### src/sv/breath_cycle_sequencer_macros.svh
// Assertion macros for the breath cycle sequencer.
// Included by the top level; depends on nothing else.
`ifndef BREATH_CYCLE_SEQUENCER_MACROS_SVH
`define BREATH_CYCLE_SEQUENCER_MACROS_SVH

// Same-cycle implication, disabled while reset is high.
`define BCS_ASSERT_NOW(label, clk, rst, ante, cons, msg) \
   label: assert property (@(posedge clk) disable iff (rst) (ante) |-> (cons)) \
      else $error(msg);

// Next-cycle implication, disabled while reset is high.
`define BCS_ASSERT_NEXT(label, clk, rst, ante, cons, msg) \
   label: assert property (@(posedge clk) disable iff (rst) (ante) |=> (cons)) \
      else $error(msg);

`endif

### src/sv/bcs_pkg.sv
// Package for the breath cycle sequencer: phase and axis command codes,
// default widths and configuration reset values. Depends on nothing.
package bcs_pkg;

   localparam int TIME_WIDTH_DEFAULT     = 16;
   localparam int PRESSURE_WIDTH_DEFAULT = 16;
   localparam int CFG_INDEX_WIDTH        = 3;

   localparam int RISE_TIME_RESET        = 1000;
   localparam int HOLD_HIGH_RESET        = 1500;
   localparam int HOLD_LOW_RESET         = 2500;
   localparam int PRESSURE_LIMIT_RESET   = 2500;
   localparam int VOLUME_LIMIT_RESET     = 600;
   localparam int ASSIST_THRESHOLD_RESET = -30;

   typedef enum logic [3:0] {
      PH_HOMING       = 4'd0,
      PH_STOPPED      = 4'd1,
      PH_RISE_START   = 4'd2,
      PH_RISING       = 4'd3,
      PH_HOLD_START   = 4'd4,
      PH_HOLDING      = 4'd5,
      PH_EXHALE_START = 4'd6,
      PH_EXHALING     = 4'd7,
      PH_MANUAL       = 4'd8
   } phase_type;

   typedef enum logic [2:0] {
      CMD_NONE  = 3'd0,
      CMD_LOWER = 3'd1,
      CMD_RAISE = 3'd2,
      CMD_HOLD  = 3'd3,
      CMD_HOME  = 3'd4
   } cmd_type;

   typedef enum logic [CFG_INDEX_WIDTH-1:0] {
      CFG_RISE_TIME        = 3'd0,
      CFG_HOLD_HIGH        = 3'd1,
      CFG_HOLD_LOW         = 3'd2,
      CFG_PRESSURE_LIMIT   = 3'd3,
      CFG_VOLUME_LIMIT     = 3'd4,
      CFG_ASSIST_MODE      = 3'd5,
      CFG_ASSIST_THRESHOLD = 3'd6,
      CFG_THREE_AXIS       = 3'd7
   } cfg_index_type;

endpackage

### src/sv/breath_cycle_sequencer.sv
// Ventilator breath sequencer: homing, stopped, rise, hold, exhale and manual phases.
// A request is captured in the input register and its result in the result register.
// Throughput: one request per cycle unless stalled; the phase logic sits between the input
// register and the result register and updates the state in the same cycle.
// Reset is synchronous and active high; it restores homing phase and the register defaults.
// Depends on bcs_pkg and breath_cycle_sequencer_macros.svh.
`include "breath_cycle_sequencer_macros.svh"

module breath_cycle_sequencer #(
   parameter int TIME_WIDTH     = bcs_pkg::TIME_WIDTH_DEFAULT,
   parameter int PRESSURE_WIDTH = bcs_pkg::PRESSURE_WIDTH_DEFAULT
) (
   input  logic                                        clock,
   input  logic                                        reset,

   input  logic                                        req_valid,
   output logic                                        req_stall,
   input  logic                                        req_tick,
   input  logic                                        req_start_request,
   input  logic                                        req_manual_request,
   input  logic                                        req_restart,
   input  logic                                        req_axis1_homed,
   input  logic                                        req_axis2_homed,
   input  logic                                        req_axis3_homed,
   input  logic signed [PRESSURE_WIDTH-1:0]            req_pressure,
   input  logic        [15:0]                          req_volume,

   output logic                                        rsp_valid,
   input  logic                                        rsp_stall,
   output logic        [3:0]                           rsp_phase,
   output logic        [2:0]                           rsp_axis1_command,
   output logic        [2:0]                           rsp_other_axes_command,
   output logic                                        rsp_driver_enable,
   output logic                                        rsp_white_led,
   output logic                                        rsp_red_led,
   output logic                                        rsp_volume_clear,
   output logic                                        rsp_running,

   input  logic                                        csr_valid,
   output logic                                        csr_ready,
   input  logic [bcs_pkg::CFG_INDEX_WIDTH-1:0]         csr_index,
   input  logic [((PRESSURE_WIDTH > 16) ? PRESSURE_WIDTH : 16)-1:0] csr_wdata
);
   import bcs_pkg::*;

   localparam int CMP_WIDTH = (TIME_WIDTH > 16) ? TIME_WIDTH : 16;

   logic        [15:0]               rise_time_ff;
   logic        [15:0]               hold_high_ff;
   logic        [15:0]               hold_low_ff;
   logic signed [PRESSURE_WIDTH-1:0] pressure_limit_ff;
   logic        [15:0]               volume_limit_ff;
   logic                             assist_mode_ff;
   logic signed [PRESSURE_WIDTH-1:0] assist_threshold_ff;
   logic                             three_axis_ff;

   logic                             in_valid_ff;
   logic                             in_tick_ff;
   logic                             in_start_ff;
   logic                             in_manual_ff;
   logic                             in_restart_ff;
   logic                             in_homed1_ff;
   logic                             in_homed2_ff;
   logic                             in_homed3_ff;
   logic signed [PRESSURE_WIDTH-1:0] in_pressure_ff;
   logic        [15:0]               in_volume_ff;

   phase_type                        phase_ff, phase_in;
   logic        [TIME_WIDTH-1:0]     elapsed_ff, elapsed_in;
   logic                             enable_ff, enable_in;
   logic                             white_ff, white_in;
   logic                             red_ff, red_in;
   logic                             running_ff, running_in;

   logic                             rsp_valid_ff;
   cmd_type                          cmd1_ff, cmd1_in;
   cmd_type                          cmd23_ff, cmd23_in;
   logic                             vclear_ff, vclear_in;

   logic                             out_free;
   logic                             advance;
   logic                             req_accept;
   logic        [TIME_WIDTH-1:0]     elapsed_tick;
   logic        [CMP_WIDTH-1:0]      elapsed_cmp;
   logic                             rise_timeout;
   logic                             rise_limit;
   logic                             hold_done;
   logic                             exhale_done;
   logic                             assist_trigger;

   assign out_free   = !rsp_valid_ff || !rsp_stall;
   assign advance    = in_valid_ff && out_free;
   assign req_stall  = in_valid_ff && !out_free;
   assign req_accept = req_valid && !req_stall;
   assign csr_ready  = 1'b1;

   always_comb begin
      elapsed_tick = elapsed_ff;
      if (in_tick_ff && (elapsed_ff != {TIME_WIDTH{1'b1}})) begin
         elapsed_tick = elapsed_ff + 1'b1;
      end
   end

   assign elapsed_cmp    = CMP_WIDTH'(elapsed_tick);
   assign rise_timeout   = elapsed_cmp >= CMP_WIDTH'(rise_time_ff);
   assign rise_limit     = (in_pressure_ff >= pressure_limit_ff) ||
                           (in_volume_ff >= volume_limit_ff);
   assign hold_done      = elapsed_cmp >= CMP_WIDTH'(hold_high_ff);
   assign exhale_done    = elapsed_cmp >= CMP_WIDTH'(hold_low_ff);
   assign assist_trigger = (elapsed_cmp >= CMP_WIDTH'(hold_low_ff >> 1)) &&
                           (in_pressure_ff < assist_threshold_ff);

   always_comb begin
      phase_in   = phase_ff;
      elapsed_in = elapsed_tick;
      enable_in  = enable_ff;
      white_in   = white_ff;
      red_in     = red_ff;
      running_in = running_ff;
      cmd1_in    = CMD_NONE;
      cmd23_in   = CMD_NONE;
      vclear_in  = 1'b0;
      if (in_restart_ff) begin
         phase_in = PH_HOMING;
         cmd1_in  = CMD_HOME;
         cmd23_in = CMD_HOME;
      end else begin
         case (phase_ff)
            PH_STOPPED: begin
               if (in_start_ff) begin
                  enable_in  = 1'b1;
                  running_in = 1'b1;
                  phase_in   = PH_RISE_START;
                  elapsed_in = '0;
               end else begin
                  running_in = 1'b0;
               end
               if (in_manual_ff) begin
                  phase_in  = PH_MANUAL;
                  enable_in = 1'b1;
               end
            end
            PH_RISE_START: begin
               cmd1_in    = three_axis_ff ? CMD_LOWER : CMD_RAISE;
               cmd23_in   = CMD_LOWER;
               elapsed_in = '0;
               phase_in   = PH_RISING;
            end
            PH_RISING: begin
               if (rise_timeout) begin
                  white_in = 1'b0;
                  red_in   = 1'b0;
                  phase_in = PH_HOLD_START;
               end
               if (rise_limit) begin
                  phase_in = PH_HOLD_START;
               end
               if (!in_start_ff) begin
                  phase_in  = PH_STOPPED;
                  enable_in = 1'b0;
               end
            end
            PH_HOLD_START: begin
               cmd1_in    = CMD_HOLD;
               cmd23_in   = CMD_HOLD;
               elapsed_in = '0;
               phase_in   = PH_HOLDING;
            end
            PH_HOLDING: begin
               if (hold_done) begin
                  vclear_in = 1'b1;
                  phase_in  = PH_EXHALE_START;
               end
               if (!in_start_ff) begin
                  phase_in  = PH_STOPPED;
                  enable_in = 1'b0;
               end
            end
            PH_EXHALE_START: begin
               cmd1_in    = three_axis_ff ? CMD_RAISE : CMD_LOWER;
               cmd23_in   = CMD_RAISE;
               elapsed_in = '0;
               phase_in   = PH_EXHALING;
            end
            PH_EXHALING: begin
               if (assist_mode_ff) begin
                  if (assist_trigger) begin
                     elapsed_in = '0;
                     phase_in   = PH_RISE_START;
                  end
               end else if (exhale_done) begin
                  red_in     = 1'b1;
                  elapsed_in = '0;
                  phase_in   = PH_RISE_START;
               end
               if (!in_start_ff) begin
                  phase_in  = PH_STOPPED;
                  enable_in = 1'b0;
               end
            end
            PH_MANUAL: begin
               if (!in_manual_ff) begin
                  phase_in  = PH_STOPPED;
                  enable_in = 1'b0;
               end
            end
            default: begin
               // Homing, and any other code is handled as homing.
               phase_in  = PH_HOMING;
               enable_in = 1'b1;
               if (three_axis_ff) begin
                  if (in_homed1_ff && in_homed2_ff && in_homed3_ff) begin
                     phase_in = PH_STOPPED;
                  end
               end else if (in_homed1_ff) begin
                  cmd1_in  = CMD_LOWER;
                  phase_in = PH_STOPPED;
               end
            end
         endcase
      end
   end

   always_ff @(posedge clock) begin
      if (reset) begin
         rise_time_ff        <= 16'(RISE_TIME_RESET);
         hold_high_ff        <= 16'(HOLD_HIGH_RESET);
         hold_low_ff         <= 16'(HOLD_LOW_RESET);
         pressure_limit_ff   <= PRESSURE_WIDTH'(PRESSURE_LIMIT_RESET);
         volume_limit_ff     <= 16'(VOLUME_LIMIT_RESET);
         assist_mode_ff      <= 1'b0;
         assist_threshold_ff <= PRESSURE_WIDTH'(ASSIST_THRESHOLD_RESET);
         three_axis_ff       <= 1'b1;
      end else if (csr_valid && csr_ready) begin
         case (cfg_index_type'(csr_index))
            CFG_RISE_TIME:        rise_time_ff        <= csr_wdata[15:0];
            CFG_HOLD_HIGH:        hold_high_ff        <= csr_wdata[15:0];
            CFG_HOLD_LOW:         hold_low_ff         <= csr_wdata[15:0];
            CFG_PRESSURE_LIMIT:   pressure_limit_ff   <= csr_wdata[PRESSURE_WIDTH-1:0];
            CFG_VOLUME_LIMIT:     volume_limit_ff     <= csr_wdata[15:0];
            CFG_ASSIST_MODE:      assist_mode_ff      <= csr_wdata[0];
            CFG_ASSIST_THRESHOLD: assist_threshold_ff <= csr_wdata[PRESSURE_WIDTH-1:0];
            CFG_THREE_AXIS:       three_axis_ff       <= csr_wdata[0];
            default: ;
         endcase
      end
   end

   always_ff @(posedge clock) begin
      if (req_accept) begin
         in_tick_ff     <= req_tick;
         in_start_ff    <= req_start_request;
         in_manual_ff   <= req_manual_request;
         in_restart_ff  <= req_restart;
         in_homed1_ff   <= req_axis1_homed;
         in_homed2_ff   <= req_axis2_homed;
         in_homed3_ff   <= req_axis3_homed;
         in_pressure_ff <= req_pressure;
         in_volume_ff   <= req_volume;
      end
   end

   always_ff @(posedge clock) begin
      if (reset) begin
         in_valid_ff  <= 1'b0;
         rsp_valid_ff <= 1'b0;
         phase_ff     <= PH_HOMING;
         elapsed_ff   <= '0;
         enable_ff    <= 1'b0;
         white_ff     <= 1'b1;
         red_ff       <= 1'b1;
         running_ff   <= 1'b0;
         cmd1_ff      <= CMD_NONE;
         cmd23_ff     <= CMD_NONE;
         vclear_ff    <= 1'b0;
      end else begin
         if (req_accept) begin
            in_valid_ff <= 1'b1;
         end else if (advance) begin
            in_valid_ff <= 1'b0;
         end
         if (advance) begin
            rsp_valid_ff <= 1'b1;
            phase_ff     <= phase_in;
            elapsed_ff   <= elapsed_in;
            enable_ff    <= enable_in;
            white_ff     <= white_in;
            red_ff       <= red_in;
            running_ff   <= running_in;
            cmd1_ff      <= cmd1_in;
            cmd23_ff     <= cmd23_in;
            vclear_ff    <= vclear_in;
         end else if (!rsp_stall) begin
            rsp_valid_ff <= 1'b0;
         end
      end
   end

   assign rsp_valid              = rsp_valid_ff;
   assign rsp_phase              = phase_ff;
   assign rsp_axis1_command      = cmd1_ff;
   assign rsp_other_axes_command = cmd23_ff;
   assign rsp_driver_enable      = enable_ff;
   assign rsp_white_led          = white_ff;
   assign rsp_red_led            = red_ff;
   assign rsp_volume_clear       = vclear_ff;
   assign rsp_running            = running_ff;

   `BCS_ASSERT_NEXT(a_restart_homes, clock, reset, advance && in_restart_ff,
      rsp_valid && rsp_phase == PH_HOMING && rsp_axis1_command == CMD_HOME &&
      rsp_other_axes_command == CMD_HOME, "Restart did not command homing.")
   `BCS_ASSERT_NOW(a_vclear_phase, clock, reset, rsp_valid && rsp_volume_clear,
      rsp_phase == PH_EXHALE_START || rsp_phase == PH_STOPPED,
      "Volume clear outside the end of hold.")
   `BCS_ASSERT_NOW(a_hold_cmd, clock, reset,
      rsp_valid && rsp_axis1_command == CMD_HOLD,
      rsp_other_axes_command == CMD_HOLD && rsp_phase == PH_HOLDING,
      "Hold command issued outside the hold start.")
   `BCS_ASSERT_NOW(a_stall_only_full, clock, reset, req_stall,
      rsp_valid && rsp_stall, "Request stalled while the result register was free.")

endmodule

### config.mk
export PLATFORM = sky130hd
export DESIGN_NAME = breath_cycle_sequencer
export DESIGN_NICKNAME = d
export VERILOG_FILES = /design/src/sv/bcs_pkg.sv /design/src/sv/breath_cycle_sequencer.sv
export VERILOG_INCLUDE_DIRS = /design/src /design/src/sv
export SDC_FILE = /design/constraint.sdc
export NUM_CORES = 1
export LEC_CHECK = 0
export BUFFER_PORTS_ARGS = -buffer_cell sky130_fd_sc_hd__buf_4
export CORE_UTILIZATION = 50
export CTS_BUF_LIST = sky130_fd_sc_hd__clkbuf_2
export DETAILED_ROUTE_END_ITERATION = 8
export HOLD_SLACK_MARGIN = 0.08
export PLACE_DENSITY = 0.8
export SLEW_MARGIN = 20
export SYNTH_ARGS = -nofsm -noshare
export SYNTH_HDL_FRONTEND = slang
export SYNTH_SLANG_ARGS = --single-unit
### constraint.sdc
create_clock -name clock -period 5.2 [get_ports clock]
set_input_delay 0.26 -clock clock [delete_from_list [all_inputs] [get_ports clock]]
set_output_delay 0.26 -clock clock [all_outputs]
set_load 0.01 [all_outputs]
==> results.cfg, run 1 <==
[status]
outcome = finished clean

[critical_path]
cp-start-kind = flip-flop
crit_slowest_cell = dfxtp_1
rr_worst_depth = 15
r2r-start = elapsed_ff[4]
ff2ff_setup_slack_ps = 610
r2r-end = elapsed_ff[10]
crit_type = reg -> reg
crit_family = compound AO/OA/AOI/OAI gates
crit_required_ps = 5920
cp_max_fo = 9
max_stage_delay_ps = 510
crit_chain = nand4_2, or3_4, o31ai_2, nor2_1, nand3_1, xnor2_1, ha_1, a21o_1, a21oi_1, a21boi_0, o2111ai_1, a41oi_1, a21boi_2, or2_1, a32o_1
arrival_ps = 5310
endpoint_kind = flip-flop
critPathBufInv = 0

[placed_design]
io_buffers = 79
pre_cts_ws_ps = 690
gp_congestion = 0.921
dpl.hpwl_mm = 16.2

[power]
power_frac_comb_pct = 12.2
swShare_pct = 27.6
leakagePower_nw = 4.71
p_sw_uw = 669
intPower_mw = 1.75
p_per_area_nw_per_um2 = 222
power_frac_seq_pct = 58.3
ir_worst_vdd_mv = 0.173
clkPwrFrac_pct = 29.5

[detailed_routing]
dr.max_layer_used = met4
via_count = 8108
drt_iter0_drc = 609
drt-met1-wl_mm = 10.3
antenna_left = 0
wl_per_cell_um = 16.3
met2WireLength_mm = 11.3
routed-wl-met3_mm = 1.22
drt_drc_violations_left = 0
dr.pass1.iters = 5
wl_mm = 23.4
vias_per_cell = 5.65

[timing]
rsz0062_at_grt = no
fin_ws_ps = 607
min_period_over_period_pct = 88.3
hold_violations = 0
clock_skew_ps = 31.6
fmax_ghz = 0.218
relSlewSlack_pct = 40.3
tightestPinTransition_ps = 896
timing.setup.tns_ps = 0
min_period_ps = 4590
slew_violations = 0
setup_violations = 0
holdWs_ps = 187

[logic_synthesis]
synth_compound_area_share_pct = 18.0
synth_adder_area_share_pct = 15.1
yosys.area_share.simple_pct = 17.3
synthMuxAreaShare_pct = 0.777
synth-xor-area-share_pct = 1.62
seq_area_frac_synth_pct = 41.1
synth_warnings = 0
synthArstFlopShare_pct = 0
syn_nets = 1237
synth_cell_type_count = 65
synth_area_um2 = 9180
syn_avg_cell_area_um2 = 8.64
synth_top_family_by_area = compound AO/OA/AOI/OAI gates
synth_cells = 1063
synthFlopType = dfxtp_1
synth-edff-count = 39
synth-seq-cells = 169

[cts]
cts.path.max_buffers = 2
clk_pin_slew_ps = 250
cts_made_buffers = 17
cts_sinks = 169
clkLatencyLatePin_ps = 750
tritoncts = done
htree_levels = 4
clockRootBuffer = clkbuf_2

[min_path]
hp-class = in -> reg
worstHoldPathCells = 2
holdPathEnd = in_pressure_ff[0]
worstHoldStart = req_pressure[0]

[cells_and_area]
drive_above_1_share_pct = 10.5
final_util_pct = 60.7
fin_nets = 1367
layout_commonest_cell = nand2_1
layout_common_cells = 194 x nand2_1, 130 x dfxtp_1, 111 x ha_1, 101 x inv_1, 96 x a21oi_1
areaGrowthSynthToFinish_pct = 18.8

[floorplanning]
dieArea_um2 = 18900
rows = 49
start_util_pct = 51.1
ios = 81
core_area_um2 = 18000
die_w_um = 138
die_h_um = 138

[flow_run]
max_cap_violations = 0

[grt]
grt_antenna_before_repair = 1
grt_max_degree = 81
grt_pass1_vias = 7646
grt_first_pass_wirelength_mm = 37.9
overflow = 0
grt_usage_pct = 26.1
## worst max path at each step
stage | from | to | slack [ps] | cells after the start
2_1_floorplan | elapsed_ff[4] | rsp_phase[0] | 1440 | 15
5_1_grt | elapsed_ff[4] | elapsed_ff[13] | 250 | 15
6_report | elapsed_ff[4] | elapsed_ff[10] | 610 | 15
3_5_place_dp | elapsed_ff[4] | elapsed_ff[10] | 690 | 15
4_1_cts | elapsed_ff[4] | elapsed_ff[13] | 630 | 15
3_3_place_gp | elapsed_ff[4] | elapsed_ff[9] | 860 | 15
## through the flow
step                      instances  power [mW]  instance area (um^2)
after CTS                      1434        2.42                 10900
after floorplan                1063        1.58                  9180
after global placement         1331        1.68                  9930
final                          1436        2.42                 10900
after global routing           1436        2.52                 10900
after detailed placement       1331        1.69                  9930
## timing repair
item | CTS | global route
hold endpoints to repair | 177 | 0
setup buffers | 0 | 0
gates resized for setup | 0 | 0
hold buffers | 71 | 0
## routing by layer
layer	vias up	track usage (%)
li1	3992	-
met1	3797	33.1
met2	267	43.8
met3	52	4.49
met4	0	10.6
met5	-	0
## power groups by stage
| stage | combinational (mW) | sequential [mW] | clock, mW |
|---|---|---|---|
| after CTS | 0.290 | 1.41 | 0.722 |
| after detailed placement | 0.248 | 1.44 | 0 |
| after global routing | 0.329 | 1.42 | 0.772 |
| final | 0.297 | 1.41 | 0.714 |
| after floorplan | 0.148 | 1.43 | 0 |
| after global placement | 0.241 | 1.44 | 0 |
## registers in the layout (all words and copies together) (netlist names), 2 cells and up
register	flops
assist_threshold_ff	16
elapsed_ff	16
in_pressure_ff	16
hold_low_ff	16
rise_time_ff	16
in_volume_ff	16
rsp_axis1_command	3
pressure_limit_ff	16
volume_limit_ff	16
hold_high_ff	16
rsp_phase	4
rsp_other_axes_command	2
## cells in the mapped netlist (2+ instances only)
| master | count | area, um^2 |
|---|---|---|
| and2_1 | 2 | 12.5 |
| a31oi_1 | 4 | 25.0 |
| and3_1 | 13 | 81.3 |
| mux2i_1 | 6 | 60.1 |
| nor2b_1 | 10 | 62.6 |
| a2111oi_0 | 4 | 35.0 |
| a21o_1 | 13 | 97.6 |
| a32o_1 | 9 | 90.1 |
| or2_2 | 2 | 12.5 |
| a21boi_0 | 2 | 15.0 |
| nor3_1 | 8 | 40.0 |
| o21ai_1 | 3 | 15.0 |
| a31o_1 | 2 | 17.5 |
| nand4_1 | 21 | 131 |
| nor4_1 | 6 | 37.5 |
| buf_1 | 2 | 7.51 |
| dfxtp_1 | 130 | 2600 |
| o21a_1 | 7 | 52.6 |
| a2bb2oi_1 | 2 | 17.5 |
| o31a_1 | 3 | 26.3 |
| a22oi_1 | 4 | 30.0 |
| a41oi_1 | 3 | 26.3 |
| clkbuf_1 | 39 | 146 |
| nand2_1 | 194 | 728 |
| nor2_1 | 62 | 233 |
| xor2_1 | 6 | 52.6 |
| xnor2_1 | 11 | 96.3 |
| o22ai_1 | 8 | 50.1 |
| ha_1 | 111 | 1390 |
| o21ai_0 | 32 | 160 |
| nor4b_1 | 2 | 17.5 |
| a211oi_1 | 8 | 60.1 |
| o31ai_1 | 3 | 22.5 |
| nand2b_1 | 10 | 62.6 |
| nand3_1 | 21 | 105 |
| o2111ai_1 | 3 | 26.3 |
| o221ai_1 | 2 | 17.5 |
| a21oi_1 | 96 | 480 |
| o211ai_1 | 34 | 255 |
| inv_1 | 101 | 379 |
| buf_4 | 2 | 15.0 |
| edfxtp_1 | 39 | 1170 |
## kinds of logic (layout without fill, tap and decap cells)
group	count (synthesis)	in the layout
AO/OA/AOI/OAI	255	255
XOR/XNOR	17	17
adder cells (fa/ha/maj)	111	111
buffers and inverters	145	288
flip-flops	169	169
multiplexers	7	7
other	1	2
AND/OR/NAND/NOR	358	358
## cell type report
class                   instances  area (um^2)
fillers                      1499         7060
inverters                     101          379
repair buffers                155         1350
diodes                          1         2.50
well taps                     229          287
clock inverters                13          141
flip-flops and latches        169         3770
multi-input cells             749         4870
clock buffers                  19         95.1
Note: power is estimated with default switching activity, not from simulation.
==> run 2, diff against run 1 <==
--- a/config.mk
+++ b/config.mk
@@ -6,12 +6,13 @@
 export SDC_FILE = /design/constraint.sdc
 export NUM_CORES = 1
 export LEC_CHECK = 0
+export ABC_AREA = 1
 export BUFFER_PORTS_ARGS = -buffer_cell sky130_fd_sc_hd__buf_4
 export CORE_UTILIZATION = 50
 export CTS_BUF_LIST = sky130_fd_sc_hd__clkbuf_2
 export DETAILED_ROUTE_END_ITERATION = 8
 export HOLD_SLACK_MARGIN = 0.08
-export PLACE_DENSITY = 0.8
+export PLACE_DENSITY = 0.82
 export SLEW_MARGIN = 20
 export SYNTH_ARGS = -nofsm -noshare
 export SYNTH_HDL_FRONTEND = slang
==> constraint.sdc (replaced) <==
create_clock -name clock -period 3.8 [get_ports clock]
set_input_delay 0.19 -clock clock [delete_from_list [all_inputs] [get_ports clock]]
set_output_delay 0.19 -clock clock [all_outputs]
set_load 0.01 [all_outputs]
==> run 2 against run 1 <==
Net effect: final cell count rose by 5.1%; final area increased by 1.3%; non-clock buffer count increased by 17; count of clock-buffer cells in the layout stayed put; maximum frequency increased by 32%.
==> results.cfg, run 2 <==
[cells_and_area]
areaGrowthSynthToFinish_pct = 21.3
fillCellCount = 1425
fin_nets = 1444
drive_above_1_share_pct = 13.8
layout_common_cells = 185 x nand2_1, 160 x inv_1, 126 x a21oi_1, 125 x dfxtp_1, 111 x ha_1
stdcell_area_um2 = 11000
layout_commonest_cell = nand2_1

[floorplanning]
die_h_um = 137
dieArea_um2 = 18700
ios = 81
start_util_pct = 51.9
core_area_um2 = 17500
die_w_um = 137
rows = 48

[detailed_routing]
drt_iter0_drc = 486
wl_mm = 23.0
wl_per_cell_um = 15.2
via_count = 8107
dr.pass1.iters = 5
vias_per_cell = 5.37
antenna_left = 0
drt_drc_violations_left = 0

[timing]
relSlewSlack_pct = 28.8
setup_violations = 0
tightestPinTransition_ps = 1060
slew_violations = 0
rsz0062_at_grt = no
fmax_ghz = 0.287
clock_skew_ps = 38.1
min_period_over_period_pct = 91.7
timing.setup.tns_ps = 0
hold_violations = 0
min_period_ps = 3480

[grt]
grt_pass1_vias = 7827
grt_usage_pct = 25.6
grt_antenna_before_repair = 1
grt_first_pass_wirelength_mm = 37.0
overflow = 0
grt_max_degree = 67

[logic_synthesis]
synthArstFlopShare_pct = 0
synth_warnings = 0
synth_cells = 1113
synth-edff-count = 39
syn_nets = 1287
synthFlopType = dfxtp_1
netlist.area_leader.share_pct = 28.6
synth-seq-cells = 169
synth_area_leaders = dfxtp_1 29%, ha_1 15%, edfxtp_1 13%, nand2_1 7.7%, a21oi_1 6.9%
synth_area_um2 = 9100
synthTopCellsByCount = 186 x nand2_1, 162 x inv_1, 130 x dfxtp_1
seq_area_frac_synth_pct = 41.5
yosysTopAreaCell = dfxtp_1
synth.most_common_cell = nand2_1
synth_cell_type_count = 46
syn_avg_cell_area_um2 = 8.18

[power]
intPower_mw = 2.44
swShare_pct = 28.2
power_frac_seq_pct = 57.4
finalPower_mw = 3.39
power_frac_comb_pct = 15.3
clkPwrFrac_pct = 27.3
ir_worst_vdd_mv = 0.258
leakagePower_nw = 5.02
p_sw_uw = 955
p_per_area_nw_per_um2 = 307

[critical_path]
cp-start-kind = flip-flop
crit_type = reg -> reg
crit_required_ps = 4480
arrival_ps = 4160
r2r-end = rsp_phase[1]
cp_max_fo = 6
r2r-start = elapsed_ff[0]
ff2ff_setup_slack_ps = 320
endpoint_kind = flip-flop
rr_worst_depth = 26
crit_start = elapsed_ff[0]

[placed_design]
io_buffers = 79
gp_congestion = 0.907
dpl.hpwl_mm = 16.0
placed_area_um2 = 9900

[status]
outcome = finished clean

[cts]
htree_levels = 4
tritoncts = done
clk_pin_slew_ps = 230
cts_made_buffers = 17
clkLatencyLatePin_ps = 760
cts_sinks = 169
clockRootBuffer = clkbuf_2
cts.path.max_buffers = 2

[flow_run]
max_cap_violations = 0

[min_path]
worstHoldStart = req_pressure[7]
holdPathEnd = in_pressure_ff[7]
hp-class = in -> reg
worstHoldPathCells = 2
==> run 2: changes by cell type in the layout (fill, tap and decap cells not counted), sizes merged, moves of 13 or more <==
| cell | delta |
|---|---|
| a21oi | +41 |
| inv | +58 |
| nand4 | -13 |
| nor2 | +17 |
| o21ai | +53 |
==> run 2: worst max-delay path, stage by stage (launching register included) <==
cell	delay [ps]
dfxtp_4	390
ha_1	220
nand3_2	100
nor2_2	50
nand3_1	100
nand2_4	90
nor2_4	140
nand3_4	100
nor2_4	120
nand4_1	110
xnor2_1	150
buf_4	160
ha_1	270
nand2_1	60
inv_1	50
nand3_1	100
nor3_2	250
nand3_1	130
nand3_2	120
nor2_2	50
nand4_1	100
nand3_2	100
nand2_2	90
nand2_2	90
nand2_1	80
nand2_1	50
nor2_1	140
==> run 2: metrics by stage <==
stage               worst slack (ps)  std cells  utilization, %  hold WS (ps)
floorplan                        553       1113               -           289
finish                           317       1509            63.0           139
global placement                 255       1393            56.5           368
detailed placement               103       1393            56.5           369
CTS                             22.9       1503            62.2          87.5
global route                    1.39       1509            63.0          87.5
==> run 2: layout make-up <==
type / instances / area (um^2) / area share (%)
Multi-Input combinational cell: 746 / 4640 / 42.0
Sequential cell: 169 / 3780 / 34.3
Timing Repair Buffer: 172 / 1500 / 13.6
Inverter: 164 / 616 / 5.58
Tap cell: 225 / 282 / 2.55
Clock inverter: 13 / 128 / 1.16
Clock buffer: 19 / 95.1 / 0.861
Antenna cell: 1 / 2.50 / 0.0227
==> run 2: power by group through the flow <==
stage / Combinational (mW) / Clock, mW / Sequential (mW)
2_1_floorplan: 0.276 / 0 / 1.98
3_3_place_gp: 0.423 / 0 / 1.98
3_5_place_dp: 0.438 / 0 / 1.98
4_1_cts: 0.499 / 0.942 / 1.95
5_1_grt: 0.576 / 1.01 / 1.95
6_report: 0.519 / 0.925 / 1.95
==> run 2: worst max path at each step <==
stage,cells past startpoint,endpoint,slack [ps]
CTS,23,elapsed_ff[13],20
global route,26,rsp_phase[1],1
global placement,23,elapsed_ff[13],250
finish,26,rsp_phase[1],320
detailed placement,26,rsp_phase[1],100
floorplan,23,elapsed_ff[13],550
==> run 2: kinds of logic after synthesis <==
kind of cell,count (synthesis),share of synthesized area [%]
and+or+nand+nor,337,15.7
AOI/OAI and AO/OA,282,17.7
buffers and inverters,198,8.40
DFF,169,41.5
adders and majority gates,111,15.3
xor gates and xnor gates,15,1.53
other,1,0.0412
==> run 2: routing by layer <==
layer	part of all wire [%]	global-route usage [%]
met5	0	0
met4	2.8	11.1
met3	5.7	4.04
met2	49	43.9
met1	43	31.8
==> run 2: repair_timing <==
| item | CTS | global route |
|---|---|---|
| gates resized for setup | 0 | 23 |
| setup endpoints to repair | 0 | 19 |
| buffers inserted | 0 | 5 |
| hold endpoints to repair | 161 | 0 |
| hold buffers | 78 | 0 |
